`src/design/bqlp_pkg.sv`:
```
`default_nettype none

package bqlp_pkg;

   localparam int unsigned ADC_BITS_DEF = 12;
   localparam int unsigned DAC_BITS_DEF = 14;

   localparam int unsigned COEF_W   = 32;
   localparam int unsigned SAMPLE_W = 32;
   localparam int unsigned PROD_W   = 2 * COEF_W;
   localparam int unsigned ACC_W    = PROD_W + 3;
   localparam int unsigned CSR_IDX_W = 3;

   localparam int unsigned COEF_FRAC   = 30;
   localparam int unsigned SAMPLE_FRAC = 28;

   localparam logic signed [SAMPLE_W-1:0] HALF_Q28 = 32'sd268435456;
   localparam logic signed [SAMPLE_W-1:0] SAT_MAX  = 32'sh7fffffff;
   localparam logic signed [SAMPLE_W-1:0] SAT_MIN  = 32'sh80000000;

   localparam logic signed [COEF_W-1:0] B0_RESET = 32'sd65506;
   localparam logic signed [COEF_W-1:0] B1_RESET = 32'sd131012;
   localparam logic signed [COEF_W-1:0] B2_RESET = 32'sd65506;
   localparam logic signed [COEF_W-1:0] A1_RESET = -32'sd2123632058;
   localparam logic signed [COEF_W-1:0] A2_RESET = 32'sd1050152152;

   typedef enum logic [CSR_IDX_W-1:0] {
      CSR_B0 = 3'd0,
      CSR_B1 = 3'd1,
      CSR_B2 = 3'd2,
      CSR_A1 = 3'd3,
      CSR_A2 = 3'd4
   } csr_index_type;

endpackage

`default_nettype wire

```
`src/design/bqlp_adc_map.sv`:
```
`default_nettype none

module bqlp_adc_map #(
   parameter int unsigned ADC_BITS = bqlp_pkg::ADC_BITS_DEF
) (
   input  wire logic [ADC_BITS-1:0]                  adc_code,
   output logic signed [bqlp_pkg::SAMPLE_W-1:0]      sample
);
   import bqlp_pkg::*;

   localparam int unsigned GUARD = ADC_BITS + 5;
   localparam int unsigned SHW   = SAMPLE_FRAC + GUARD;
   localparam int unsigned MW    = SHW + ADC_BITS;
   localparam int unsigned NTERM = (SHW + ADC_BITS) / ADC_BITS;
   localparam int unsigned SW    = SHW + 2;
   localparam logic [ADC_BITS:0] AMAX_W = {1'b0, {ADC_BITS{1'b1}}};

   logic [ADC_BITS:0]   twice;
   logic                neg;
   logic [ADC_BITS-1:0] mag_in;
   logic [MW-1:0]       wide;
   logic [SW-1:0]       sum;
   logic [SW-1:0]       rnd;
   logic [SAMPLE_FRAC:0] mag;

   // divide by 2^A-1 as the series 2^-A + 2^-2A + ..., truncated from below
   always_comb begin
      twice  = {adc_code, 1'b0};
      neg    = twice < AMAX_W;
      mag_in = neg ? ADC_BITS'(AMAX_W - twice) : ADC_BITS'(twice - AMAX_W);
      wide   = {mag_in, {SHW{1'b0}}};
      sum    = '0;
      for (int k = 1; k <= NTERM; k++) begin
         sum = sum + SW'(wide >> (k * ADC_BITS));
      end
      rnd = sum + (SW'(1) << (GUARD - 1));
      mag = (SAMPLE_FRAC + 1)'(rnd >> GUARD);
      if (neg) begin
         sample = SAMPLE_W'(0) - SAMPLE_W'(mag);
      end else begin
         sample = SAMPLE_W'(mag);
      end
   end

endmodule

`default_nettype wire

```
`config.mk`:
```
export PLATFORM = sky130hd
export DESIGN_NAME = bqlp_adc_map
export DESIGN_NICKNAME = d
export VERILOG_FILES = /design/src/design/bqlp_pkg.sv /design/src/design/bqlp_adc_map.sv
export SDC_FILE = /design/constraint.sdc
export NUM_CORES = 1
export LEC_CHECK = 0
export ABC_CLOCK_PERIOD_IN_PS = 4100
export BUFFER_PORTS_ARGS = -buffer_cell sky130_fd_sc_hd__clkbuf_2
export CAP_MARGIN = 20
export CORE_ASPECT_RATIO = 0.75
export CORE_MARGIN = 3
export CORE_UTILIZATION = 48
export DETAILED_ROUTE_END_ITERATION = 6
export PLACE_DENSITY = 0.83
export SETUP_SLACK_MARGIN = 0.1
export SLEW_MARGIN = 20
export SYNTH_ARGS = -nofsm -noshare
export SYNTH_HDL_FRONTEND = slang
export SYNTH_SLANG_ARGS = --single-unit
```
`constraint.sdc`:
```
create_clock -name vclk -period 4.1
set_input_delay 0.82 -clock vclk [all_inputs]
set_output_delay 0.82 -clock vclk [all_outputs]
set_load 0.01 [all_outputs]
```
==> results.ini <==
[run_status]
status = completed

[drt]
wl_met3_um = 379
routed.top_layer = met4
drc = 0
drt_iter0_markers = 104
avgRoutedWirePerCell_um = 15.2
wl_met2_mm = 1.70
met1_length_mm = 1.57
vias_per_cell = 6.07
totalWireLength_mm = 3.66
vias = 1462
first_pass_iters = 4
ant_nets = 0

[final_layout]
synthToLayoutAreaGrowth_pct = 31.4
n_antenna_cell = 0
nets = 225
fin_cells = 241
nClkBuffers = 0
fillCellCount = 190
nFlopsAndLatches = 0
final_layout_size_suffix_gt1_share_pct = 39.2
utilization_pct = 70.9
regArea_um2 = 0
design_area_um2 = 1530

[sta]
hold_viol_final = 0
max_slew.worst_pin.slew_ns = 0.455
setup_slack_ns = 0.224
hold_slack_ns = 2.04
min_period_over_period_pct = 94.5
fmax_mhz = 258
rsz0062_at_grt = no
min_period_ns = 3.88
maxSlewViolCount = 0
setup_viol = 0
maxSlewHeadroom_pct = 69.7
finalSetupTns_ns = 0

[pwr]
powerDensity_nw_per_um2 = 121
total_power_mw = 0.185
leakagePower_nw = 0.622
ir_drop_uv = 86.7

[logic_synthesis]
synth-seq-area-share_pct = 0
synth.distinct_cells = 52
synth_top_area_share_pct = 12.1
syn-mean-instance-area_um2 = 6.68
synthTopCellsByCount = 21 x nor2_1, 16 x xnor2_1, 14 x nand2_1
syn_area_um2 = 1160
synth_fp_nets = 188
yosysMostFrequentCell = nor2_1
yosysTopAreaCell = xnor2_1
synthTopCellsByArea = xnor2_1 12%, nor2_1 6.8%, o21a_1 5.8%
synth_cells = 174
synth_warnings = 0

[global_route]
grt_first_pass_wirelength_mm = 5.89
first_global_vias = 1236
grtUsageTotal_pct = 22.5
grt_max_degree = 33
antenna_found_initial = 0
gr-total-overflow = 0

[critical_path]
crit_path_end_kind = output pin
setup.worst_path.start_class = primary input
cp_max_fo = 6
crit_arrival_ns = 3.06
worstSetupStartpoint = adc_code[11]
cp.required_ns = 3.28
crit_type = in -> out
cp-endpoint = sample[10]

[job]
drv_cap = 0

[hold_path]
hold_class = in -> out

[die]
coreArea_um2 = 2150
num_rows = 14
start_util_pct = 53.9
io_pins = 44
dieArea_um2 = 3050
die_h_um = 48.6
dieWidth_um = 62.8

[place]
numPortBuffers = 44
pre_cts_slack_ns = 0.133
place_inst = 240
finalWeightedCongestion = 0.906
place_hpwl_mm = 2.74
place_area_um2 = 1430

[clocking]
hold_buffers = 0

-- routing by layer --
| layer | track usage [%] | vias up |
|---|---|---|
| li1 | - | 695 |
| met1 | 33.6 | 685 |
| met2 | 33.5 | 79 |
| met3 | 3.94 | 3 |
| met4 | 4.03 | 0 |
| met5 | 0 | - |
-- power by group --
group / switching (mW) / internal, mW
Sequential: 0 / 0
Combinational: 0.107 / 0.0776
Clock: 0 / 0
Total: 0.107 / 0.0776
-- logic make-up after synthesis --
family          Yosys count  share of synthesized area (%)
simple gates             80                           37.9
compound gates           48                           32.4
xor+xnor                 22                           16.6
buf+inv                  21                           9.04
fa+ha+maj                 2                           2.15
mux                       1                           1.94
-- area by class of cell --
| type | instances | area [um^2] | area share [%] |
|---|---|---|---|
| Multi-Input combinational cell | 153 | 1180 | 77.0 |
| Tap cell | 32 | 40.0 | 2.62 |
| Inverter | 3 | 15.0 | 0.983 |
| Timing Repair Buffer | 53 | 297 | 19.4 |
-- timing repair --
action,in CTS,in global routing
setup buffers,0,1
endpoints found under the hold margin,0,0
setup endpoints to repair,0,22
gates resized for setup,0,14
-- placed cells by master, fill, tap and decap left out, types with 2 or more instances in the layout --
| cell type | count |
|---|---|
| a21oi_1 | 11 |
| a21oi_2 | 3 |
| a21oi_4 | 2 |
| and3_1 | 3 |
| buf_4 | 7 |
| clkbuf_2 | 44 |
| ha_2 | 2 |
| inv_1 | 2 |
| nand2_1 | 14 |
| nand2b_1 | 3 |
| nand3_1 | 8 |
| nand4_1 | 6 |
| nor2_1 | 21 |
| nor2b_1 | 5 |
| nor3_1 | 4 |
| nor3_2 | 3 |
| o21a_1 | 9 |
| o21ai_0 | 5 |
| o22ai_1 | 2 |
| or3_1 | 2 |
| xnor2_1 | 12 |
| xnor2_2 | 4 |
| xor2_1 | 5 |
-- critical path, stage by stage --
cell            delay [ns]
clkbuf_2              0.15
xnor2_2               0.17
ha_2                  0.22
dlymetal6s2s_1        0.18
nor3b_2               0.16
o2111a_1              0.28
nor3_2                0.15
and4b_2               0.29
nand4_1               0.14
a31oi_1               0.21
o311ai_2              0.13
clkbuf_2              0.14
-- worst min-delay path by stage --
stage / start / endpoint / slack, ns / depth (start not counted)
CTS: adc_code[3] / sample[20] / 2.03 / 3
global placement: adc_code[3] / sample[20] / 2.02 / 3
finish: adc_code[3] / sample[20] / 2.04 / 3
floorplan: adc_code[3] / sample[20] / 1.79 / 1
global route: adc_code[3] / sample[20] / 2.07 / 3
detailed placement: adc_code[3] / sample[20] / 2.03 / 3
Power figures use the tool's default switching activity.
