[src/design/bqlp_pkg.sv]
`default_nettype none

package bqlp_pkg;

   localparam int unsigned ADC_BITS_DEF = 12;
   localparam int unsigned DAC_BITS_DEF = 14;

   localparam int unsigned COEF_W   = 32;
   localparam int unsigned SAMPLE_W = 32;
   localparam int unsigned PROD_W   = 2 * COEF_W;
   localparam int unsigned ACC_W    = PROD_W + 3;
   localparam int unsigned CSR_IDX_W = 3;

   localparam int unsigned COEF_FRAC   = 30;
   localparam int unsigned SAMPLE_FRAC = 28;

   localparam logic signed [SAMPLE_W-1:0] HALF_Q28 = 32'sd268435456;
   localparam logic signed [SAMPLE_W-1:0] SAT_MAX  = 32'sh7fffffff;
   localparam logic signed [SAMPLE_W-1:0] SAT_MIN  = 32'sh80000000;

   localparam logic signed [COEF_W-1:0] B0_RESET = 32'sd65506;
   localparam logic signed [COEF_W-1:0] B1_RESET = 32'sd131012;
   localparam logic signed [COEF_W-1:0] B2_RESET = 32'sd65506;
   localparam logic signed [COEF_W-1:0] A1_RESET = -32'sd2123632058;
   localparam logic signed [COEF_W-1:0] A2_RESET = 32'sd1050152152;

   typedef enum logic [CSR_IDX_W-1:0] {
      CSR_B0 = 3'd0,
      CSR_B1 = 3'd1,
      CSR_B2 = 3'd2,
      CSR_A1 = 3'd3,
      CSR_A2 = 3'd4
   } csr_index_type;

endpackage

`default_nettype wire

[src/design/bqlp_dac_map.sv]
`default_nettype none

module bqlp_dac_map #(
   parameter int unsigned DAC_BITS = bqlp_pkg::DAC_BITS_DEF
) (
   input  wire logic signed [bqlp_pkg::SAMPLE_W-1:0] sample,
   output logic [DAC_BITS-1:0]                       dac_word,
   output logic                                      clipped
);
   import bqlp_pkg::*;

   localparam int unsigned NW = SAMPLE_W + 1 + DAC_BITS + 2;
   localparam int unsigned SH = SAMPLE_FRAC + 1;
   localparam logic [NW-SH-2:0] DMAX_N = (NW-SH-1)'((2 ** DAC_BITS) - 1);
   localparam logic signed [NW-1:0] HALF_N = NW'(HALF_Q28);

   logic signed [SAMPLE_W:0] shifted;
   logic signed [NW-1:0]     te;
   logic signed [NW-1:0]     n;

   // code = floor(((y + 2^28) * DMAX + 2^28) / 2^29) for raw Q4.28 y, saturated
   always_comb begin
      shifted = $signed({sample[SAMPLE_W-1], sample}) + $signed({1'b0, HALF_Q28});
      te      = NW'(shifted);
      n       = (te <<< DAC_BITS) - te + HALF_N;
      if (n[NW-1]) begin
         dac_word = '0;
         clipped  = 1'b1;
      end else if (n[NW-2:SH] > DMAX_N) begin
         dac_word = '1;
         clipped  = 1'b1;
      end else begin
         dac_word = n[SH +: DAC_BITS];
         clipped  = 1'b0;
      end
   end

endmodule

`default_nettype wire

[config.mk]
export PLATFORM = sky130hd
export DESIGN_NAME = bqlp_dac_map
export DESIGN_NICKNAME = d
export VERILOG_FILES = /design/src/design/bqlp_pkg.sv /design/src/design/bqlp_dac_map.sv
export SDC_FILE = /design/constraint.sdc
export NUM_CORES = 1
export LEC_CHECK = 0
export BUFFER_PORTS_ARGS = -buffer_cell sky130_fd_sc_hd__buf_2
export CAP_MARGIN = 0
export CORE_MARGIN = 2
export CORE_UTILIZATION = 55
export DETAILED_ROUTE_END_ITERATION = 10
export PLACE_DENSITY = 0.77
export SLEW_MARGIN = 10
export SYNTH_ARGS = -nofsm -noshare
export SYNTH_HDL_FRONTEND = slang
export SYNTH_SLANG_ARGS = --single-unit
export TNS_END_PERCENT = 1
[constraint.sdc]
create_clock -name vclk -period 5.5
set_input_delay 0 -clock vclk [all_inputs]
set_output_delay 0 -clock vclk [all_outputs]
set_load 0.05 [all_outputs]
==> reports/results.txt, run 1 <==
Post CTS Setup Buffer Count: 0
max-slew violations: 0
Final Setup Violations: 0
Hold Buf Count CTS: 0
largest net degree at the start of global routing: 22
port buffer count: 47
placed cell area: 2820 um^2
Tcrit/Tclk final: 76.7%
die height: 72.8 um
Resize count post-CTS: 0
worst slew pin tran: 1.08 ns
final wirelength: 6.95 mm
gr usage total: 26.8%
Die ar.: 5300 um^2
diode count: 0
minimum clock period: 4.22 ns
pwr/cell area: 209 nW/um^2
flip-flop and latch count: 0
register area: 0 um^2
CP Capture Type: output port
sequential element share of the synthesized area: 0%
antenna viol nets, final: 0
most frequent cell after synthesis: ha_1
largest cells by area after synthesis: ha_1 25%, xnor2_1 7.1%, a21oi_1 6.7%
net count after synthesis: 441
area growth from synthesis to layout: 8.12%
Placer Congestion: 0.979
Hold Path Cell Cnt: 6
# DRC: 0
CLK BUF: 0
Commonest cells post-synth: 53 x ha_1, 35 x a21oi_1, 31 x nor2_1
RSZ-0062 raised after global routing: false
vias: 2706
WL per Instance: 15.7 um
initial core utilization: 56.3%
Fmax: 237 MHz
post-synth cell types: 67
Initial DRT Pass Iterations: 5
Total Nets Final: 476
CP max FO: 21
Final Power: 590 uW
Crit. Startpoint: sample[28]
share of cells above drive strength 1: 21.6%
nature of the critical path startpoint: input pin
Cell Rows: 25
CP Data Required Time: 5.50 ns
Final Hold Viols: 0
WS Path Type: input pin to output port
Top Ports: 47
Syn Area/Cell: 7.34 um^2
final setup TNS: 0 ns
post-synth top area cell: ha_1
mapped cell area: 2600 um^2
first-pass GRT wire length: 11.5 mm
Post-Synthesis Cells: 355
worst vdd ir: 0.000112 V
Die Span X: 72.8 um
Finished Cell Area: 2820 um^2
max-capacitance violation count: 0
vias in the first global route: 2468
slew margin rel.: 27.9%
drt initial violations: 165
post-DP HPWL: 5.97 mm
status: completed
crit path DAT: 4.22 ns
worst hold path class: input pin to output port
Leak Pwr: 0.00139 uW
share of the synthesized area in the top cell type: 25.5%
Ys Warns: 0
initial antenna violation count: 0
hold path start: sample[18]
gr ovfl total: 0
core area: 4630 um^2
drt via density: 6.12
Worst Hold End: dac_word[3]
WHS: 0.890 ns
==> worst max-delay path, stage by stage <==
cell and delay (ns):
buf_2 0.12, ha_1 0.25, nand2_1 0.07, and2_1 0.12
buf_4 0.27, inv_1 0.10, ha_1 0.28, ha_1 0.41
a21oi_1 0.15, o21ai_2 0.23, a31oi_1 0.13, o31a_1 0.27
a2111o_1 0.40, a41o_2 0.25, nor4_4 0.74, a21oi_1 0.15
buf_2 0.26
==> worst max path at each step <==
stage,to,slack (ns),cells past startpoint
floorplan,dac_word[12],1.86,16
global placement,dac_word[12],1.46,17
detailed placement,dac_word[12],1.33,17
CTS,dac_word[12],1.32,17
global route,dac_word[12],1.04,17
finish,dac_word[12],1.28,17
==> metrics by stage <==
step | cells | worst slack [ns] | util, %
after floorplan | 355 | 1.86 | -
after global placement | 442 | 1.46 | 60.8
after detailed placement | 442 | 1.33 | 60.8
after CTS | 442 | 1.32 | 60.8
after global routing | 442 | 1.04 | 60.8
final | 442 | 1.28 | 60.8
==> cells by family (layout without fill, tap and decap cells) <==
group           after synthesis  in the layout  share of synthesized area (%)
xor+xnor                     26             26                           8.74
compound gates              122            122                           33.3
fa+ha+maj                    54             54                           26.2
simple gates                110            110                           22.9
mux                           2              2                          0.817
buf+inv                      41             74                           8.02
==> cell type report <==
type,instances,area [um^2]
multi-input cells,314,2410
fillers,457,1810
repair buffers,48,243
inverters,26,97.6
well taps,54,67.6
==> report_power, final <==
group	leakage [uW]	internal (uW)	total (uW)	switching, uW
Combinational	0.00139	202	590	387
Clock	0	0	0	0
Sequential	0	0	0	0
Total	0.00139	202	590	387
==> layer usage <==
metal | part of all wire (%) | wire length (um) | vias to the layer above | GRT usage (%)
met5 | 0 | 0 | - | 0
met4 | 1.4 | 100 | 0 | 3.29
met3 | 7.2 | 501 | 8 | 2.35
met2 | 44 | 3050 | 112 | 43.6
met1 | 47 | 3290 | 1201 | 39.3
li1 | - | - | 1385 | -
==> layout by cell type, fill, tap and decap left out, drive strengths merged, types with 4 or more instances in the layout <==
cell type | Yosys | layout
ha | 53 | 53
buf | 9 | 48
a21oi | 46 | 46
nor2 | 32 | 32
nand2 | 29 | 29
inv | 26 | 26
xnor2 | 21 | 21
a21o | 17 | 17
o21ai | 16 | 16
nand3 | 8 | 8
nor4 | 8 | 8
nor3 | 6 | 6
and3 | 6 | 6
xor2 | 5 | 5
nand4 | 5 | 5
o21bai | 5 | 5
a31oi | 4 | 4
a211oi | 4 | 4
o31ai | 4 | 4
o211ai | 4 | 4
(Power assumes the default switching activity.)
==> run 2, diff against run 1 <==
--- a/config.mk
+++ b/config.mk
@@ -8,9 +8,9 @@
 export BUFFER_PORTS_ARGS = -buffer_cell sky130_fd_sc_hd__buf_2
 export CAP_MARGIN = 0
 export CORE_MARGIN = 2
-export CORE_UTILIZATION = 55
+export CORE_UTILIZATION = 54
 export DETAILED_ROUTE_END_ITERATION = 10
-export PLACE_DENSITY = 0.77
+export PLACE_DENSITY = 0.79
 export SLEW_MARGIN = 10
 export SYNTH_ARGS = -nofsm -noshare
 export SYNTH_HDL_FRONTEND = slang
==> constraint.sdc (replaced) <==
create_clock -name vclk -period 3.4
set_input_delay 0 -clock vclk [all_inputs]
set_output_delay 0 -clock vclk [all_outputs]
set_load 0.05 [all_outputs]
==> reports/results.txt, run 2 (synthesis gave the netlist of run 1 again) <==
Initial DRT Pass Iterations: 5 (unchanged)
drt via density: 6.34 (+3.6%)
# DRC: 0 (unchanged)
port buffer count: 47 (unchanged)
NetSw: 678 uW (+75%)
most frequent cells in the layout: 47 x ha_1, 34 x buf_2, 33 x a21oi_1
CP Capture Type: output port
status: completed
switching share of total power: 60.8% (-4.9 points)
Final Hold Viols: 0 (unchanged)
most common cell after layout, fill and taps aside: ha_1
Hold Buf Count CTS: 0 (unchanged)
gr ovfl total: 0 (unchanged)
nature of the critical path startpoint: input pin
worst vdd ir: 0.000175 V (+56%)
final wirelength: 7.64 mm (+9.9%)
pwr/cell area: 346 nW/um^2 (+65%)
WL per Instance: 16.4 um (+4.5%)
sequential share of power: 0% (unchanged)
fillcell total: 394 (-14%)
Fmax: 301 MHz
Leak Pwr: 0.00155 uW (+11%)
max-capacitance violation count: 0 (unchanged)
Die Span X: 73.5 um (+0.87%)
initial core utilization: 55.5% (-0.75 points)
slew margin rel.: 58.9% (+31 points)
first-pass GRT wire length: 11.7 mm (+1.4%)
share of cells above drive strength 1: 31.1% (+9.5 points)
Layout Utilization: 68.6% (+7.7 points)
CP Data Required Time: 3.40 ns (-2.10 ns)
final setup TNS: 0 ns (unchanged)
final non-filler cell total: 465 (+5.2%)
post-DP HPWL: 6.09 mm (+1.9%)
diode count: 0 (unchanged)
WHS: 0.858 ns (-0.0320 ns)
initial antenna violation count: 0 (unchanged)
vias: 2948 (+8.9%)
crit path DAT: 3.33 ns (-0.89 ns)
core area: 4690 um^2 (+1.4%)
Placed Instances: 460 (+4.1%)
drt initial violations: 301 (+82%)
gr usage total: 26.4% (-0.43 points)
area growth from synthesis to layout: 23.5%
antenna viol nets, final: 0 (unchanged)
Pint: 437 uW (+120%)
minimum clock period: 3.33 ns
max-slew violations: 0 (unchanged)
Die ar.: 5400 um^2 (+1.8%)
Total Nets Final: 499 (+4.8%)
register area: 0 um^2 (unchanged)
flip-flop and latch count: 0 (unchanged)
worst slew pin tran: 0.615 ns (-0.466 ns)
Final Setup Violations: 0 (unchanged)
Tcrit/Tclk final: 97.8%
Cell Rows: 25 (unchanged)
vias in the first global route: 2589 (+4.9%)
worst hold path class: input pin to output port
largest net degree at the start of global routing: 20 (-9.1%)
Gate power share: 100.0% (about the same)
die height: 73.5 um (+0.87%)
CP max FO: 8 (-62%)
Placer Congestion: 1.00 (+2.2%)
Clock power frac: 0% (unchanged)
Top Ports: 47 (unchanged)
CLK BUF: 0 (unchanged)
WS Path Type: input pin to output port
run 2: changes by cell type in the layout (fill, tap and decap cells not counted), moves of 5 or more:
cell,delta
ha_4,+5
buf_2,-13
buf_4,+31
ha_1,-6
run 2: area by class of cell:
class | count | area, um^2 | share of cell area, %
tap | 54 | 67.6 | 2.10
multi-input combinational | 314 | 2550 | 79.4
inverter | 26 | 97.6 | 3.03
timing repair buffer | 71 | 498 | 15.5
run 2: routing by layer:
layer | up-vias | global-route usage, % | wire length (um)
met5 | - | 0 | 0
met3 | 30 | 0.137 | 504
met4 | 0 | 6.87 | 223
li1 | 1439 | - | -
met1 | 1332 | 37.0 | 3380
met2 | 147 | 44.6 | 3530
run 2: final timing paths:
path                        from  slack [ns]      endpoint  cells past startpoint
worst max-delay path  sample[28]        0.07   dac_word[0]                     18
worst min-delay path  sample[26]        0.86  dac_word[12]                      6
run 2: power by group through the flow:
stage	clock network (uW)	logic (uW)	registers, uW
after floorplan	0	768	0
after global placement	0	978	0
after detailed placement	0	997	0
after CTS	0	1010	0
after global routing	0	1190	0
final	0	1110	0
run 2: through the flow:
stage / total power [uW] / cell area (um^2) / setup WS, ns
4_1_cts: 1010 / 2990 / 0.00318
3_5_place_dp: 997 / 2970 / -0.0674
6_report: 1110 / 3220 / 0.0741
5_1_grt: 1190 / 3220 / -0.0528
3_3_place_gp: 978 / 2970 / 0.0197
2_1_floorplan: 768 / 2610 / -0.219
run 2: timing repair:
action	CTS	global route
gates resized for setup	4	53
cloned	0	1
setup endpoints to repair	15	15
setup buffers	1	3
pin swaps	1	14
run 2: worst max-delay path: stages:
cell and delay, ns:
buf_2 0.12, buf_4 0.13, nand3_2 0.09, xnor2_2 0.19, inv_1 0.09, ha_1 0.28, ha_1 0.30, a21o_1 0.24
a31o_4 0.24, or2_1 0.23, a211oi_2 0.22, buf_4 0.16, nor3_1 0.05, and3_2 0.23, nor4_4 0.32, buf_6 0.19
a21oi_1 0.07, buf_4 0.20
==> run 3, diff against run 2 <==
==> constraint.sdc (replaced) <==
create_clock -name vclk -period 3.4
set_input_delay 0.51 -clock vclk [all_inputs]
set_output_delay 0.51 -clock vclk [all_outputs]
set_load 0.05 [all_outputs]
==> reports/results.txt, run 3 (synthesis gave the netlist of run 1 again) <==
largest net degree at the start of global routing: 14 (-30%)
diode count: 0 (unchanged)
switching share of total power: 57.9% (-2.9 points)
failing checks: design-rule violations, negative setup slack
most common cell after layout, fill and taps aside: buf_4
nature of the critical path startpoint: input pin
Worst Hold End: dac_word[11]
Final Setup Violations: 15 (+15)
CP max FO: 7 (-1)
Hold Path Cell Cnt: 8 (+2)
crit path DAT: 4.15 ns (+0.82 ns)
area growth from synthesis to layout: 68.8%
Hold Buf Count CTS: 0 (unchanged)
initial core utilization: 55.5% (unchanged)
minimum clock period: 4.66 ns (+1.34 ns)
NetSw: 991 uW (+46%)
critical path's top delay family: simple AND/OR/NAND/NOR gates
final setup TNS: -18.12 ns (-18.12 ns)
Placer Congestion: 0.959 (-4.2%)
CP Buf/Inv Count: 7 (+1)
worst slew pin tran: 0.609 ns (-0.00576 ns)
post-DP HPWL: 8.09 mm (+33%)
port buffer count: 47 (unchanged)
Worst path max stage delay: 0.37 ns (+0.05 ns)
register area: 0 um^2 (unchanged)
Fmax: 214 MHz (-29%)
Initial DRT Pass Iterations: 11 (+6)
# DRC: 24 (+24)
Clock power frac: 0% (unchanged)
Leak Pwr: 0.00219 uW (+41%)
hold path start: sample[26]
Die ar.: 5400 um^2 (unchanged)
Die Span X: 73.5 um (unchanged)
flip-flop and latch count: 0 (unchanged)
share of cells above drive strength 1: 49.4% (+18 points)
initial antenna violation count: 0 (unchanged)
Gate power share: 100.0% (about the same)
max-capacitance violation count: 0 (unchanged)
CP cell instances: buf_8 -> ha_4 -> nand2_2 -> and2_4 -> clkbuf_16 -> xnor2_1 -> ha_1 -> buf_4 -> nand2_1 -> nor2_4 -> nand4_1 -> o31ai_4 -> buf_4 -> nor4_4 -> nor4_4 -> nor4_4 -> buf_4 -> clkbuf_16 -> a21oi_4 -> buf_8
RSZ-0062 raised after global routing: true
Total Nets Final: 608 (+22%)
Final Hold Viols: 0 (unchanged)
drt via density: 7.49 (+18%)
gr usage total: 46.7% (+20 points)
Top Ports: 47 (unchanged)
CP Capture Type: output port
first-pass GRT wire length: 19.9 mm (+71%)
CP Data Required Time: 2.89 ns (-0.51 ns)
drt initial violations: 921 (+210%)
Cell Rows: 25 (unchanged)
WS Path Type: input pin to output port
most frequent cells in the layout: 124 x buf_4, 45 x ha_1, 30 x buf_2
slew margin rel.: 59.0% (+0.12 points)
die height: 73.5 um (unchanged)
Placed Instances: 564 (+23%)
final non-filler cell total: 574 (+23%)
status: finished with violations
WL per Instance: 26.4 um (+60%)
core area: 4690 um^2 (unchanged)
vias in the first global route: 4101 (+58%)
Final WS setup: -1.26 ns (-1.34 ns)
max-slew violations: 0 (unchanged)
gr ovfl total: 0 (unchanged)
pwr/cell area: 389 nW/um^2 (+12%)
worst vdd ir: 0.000296 V (+69%)
slowest stage cell, crit path: o31ai_4
worst hold path class: input pin to output port
CLK BUF: 0 (unchanged)
Tcrit/Tclk final: 137% (+39 points)
WHS: 2.06 ns (+1.21 ns)
antenna viol nets, final: 0 (unchanged)
sequential share of power: 0% (unchanged)
Pint: 720 uW (+65%)
vias: 4302 (+46%)
final wirelength: 15.1 mm (+98%)
[run 3: changes by cell type in the layout (fill, tap and decap cells not counted), sizes merged]
| cell | change |
|---|---|
| buf | +108 |
| clkbuf | +1 |
[run 3: metrics by stage]
| step | power (uW) | util [%] | worst slack (ns) | area, um^2 |
|---|---|---|---|---|
| 2_1_floorplan | 863 | - | -0.822 | 2830 |
| 3_3_place_gp | 1280 | 84.5 | -0.872 | 3970 |
| 3_5_place_dp | 1330 | 84.5 | -1.00 | 3970 |
| 4_1_cts | 1490 | 91.3 | -0.901 | 4280 |
| 5_1_grt | 1750 | 93.7 | -1.31 | 4400 |
| 6_report | 1710 | 93.7 | -1.26 | 4400 |
[run 3: repair_timing]
item	CTS	global route
gates cloned	2	1
pin swaps	14	28
endpoints found under the setup margin	15	15
gates resized for setup	60	18
buffers inserted	5	2
[run 3: metal layers]
layer	vias to the layer above	GRT usage (%)	share of wire [%]
li1	1661	-	-
met2	530	80.6	41
met3	240	12.3	16
met1	1869	50.3	32
met5	-	0	0.35
met4	2	28.5	11
[run 3: final cells by class]
class / instances / area (um^2)
tap: 54 / 67.6
timing repair buffer: 180 / 1450
fill: 141 / 294
inverter: 26 / 105
multi-input combinational: 314 / 2770
[run 3: worst min-delay path: cells and delay by family]
kind | cells | cell delay (ns)
buffers and inverters | 4 | 0.46
adder cells (fa/ha/maj) | 2 | 0.33
AO/OA/AOI/OAI | 1 | 0.07
XOR/XNOR | 1 | 0.17
[run 3: power by group through the flow]
stage | clock network [uW] | registers, uW | logic (uW)
after floorplan | 0 | 0 | 863
after global placement | 0 | 0 | 1280
after detailed placement | 0 | 0 | 1330
after CTS | 0 | 0 | 1490
after global routing | 0 | 0 | 1750
final | 0 | 0 | 1710
[run 3: worst max path at each step]
| stage | start | to | cells past startpoint |
|---|---|---|---|
| 2_1_floorplan | sample[29] | dac_word[10] | 17 |
| 3_3_place_gp | sample[29] | dac_word[13] | 17 |
| 3_5_place_dp | sample[28] | dac_word[13] | 17 |
| 4_1_cts | sample[28] | dac_word[12] | 18 |
| 5_1_grt | sample[28] | dac_word[0] | 17 |
| 6_report | sample[28] | dac_word[4] | 20 |
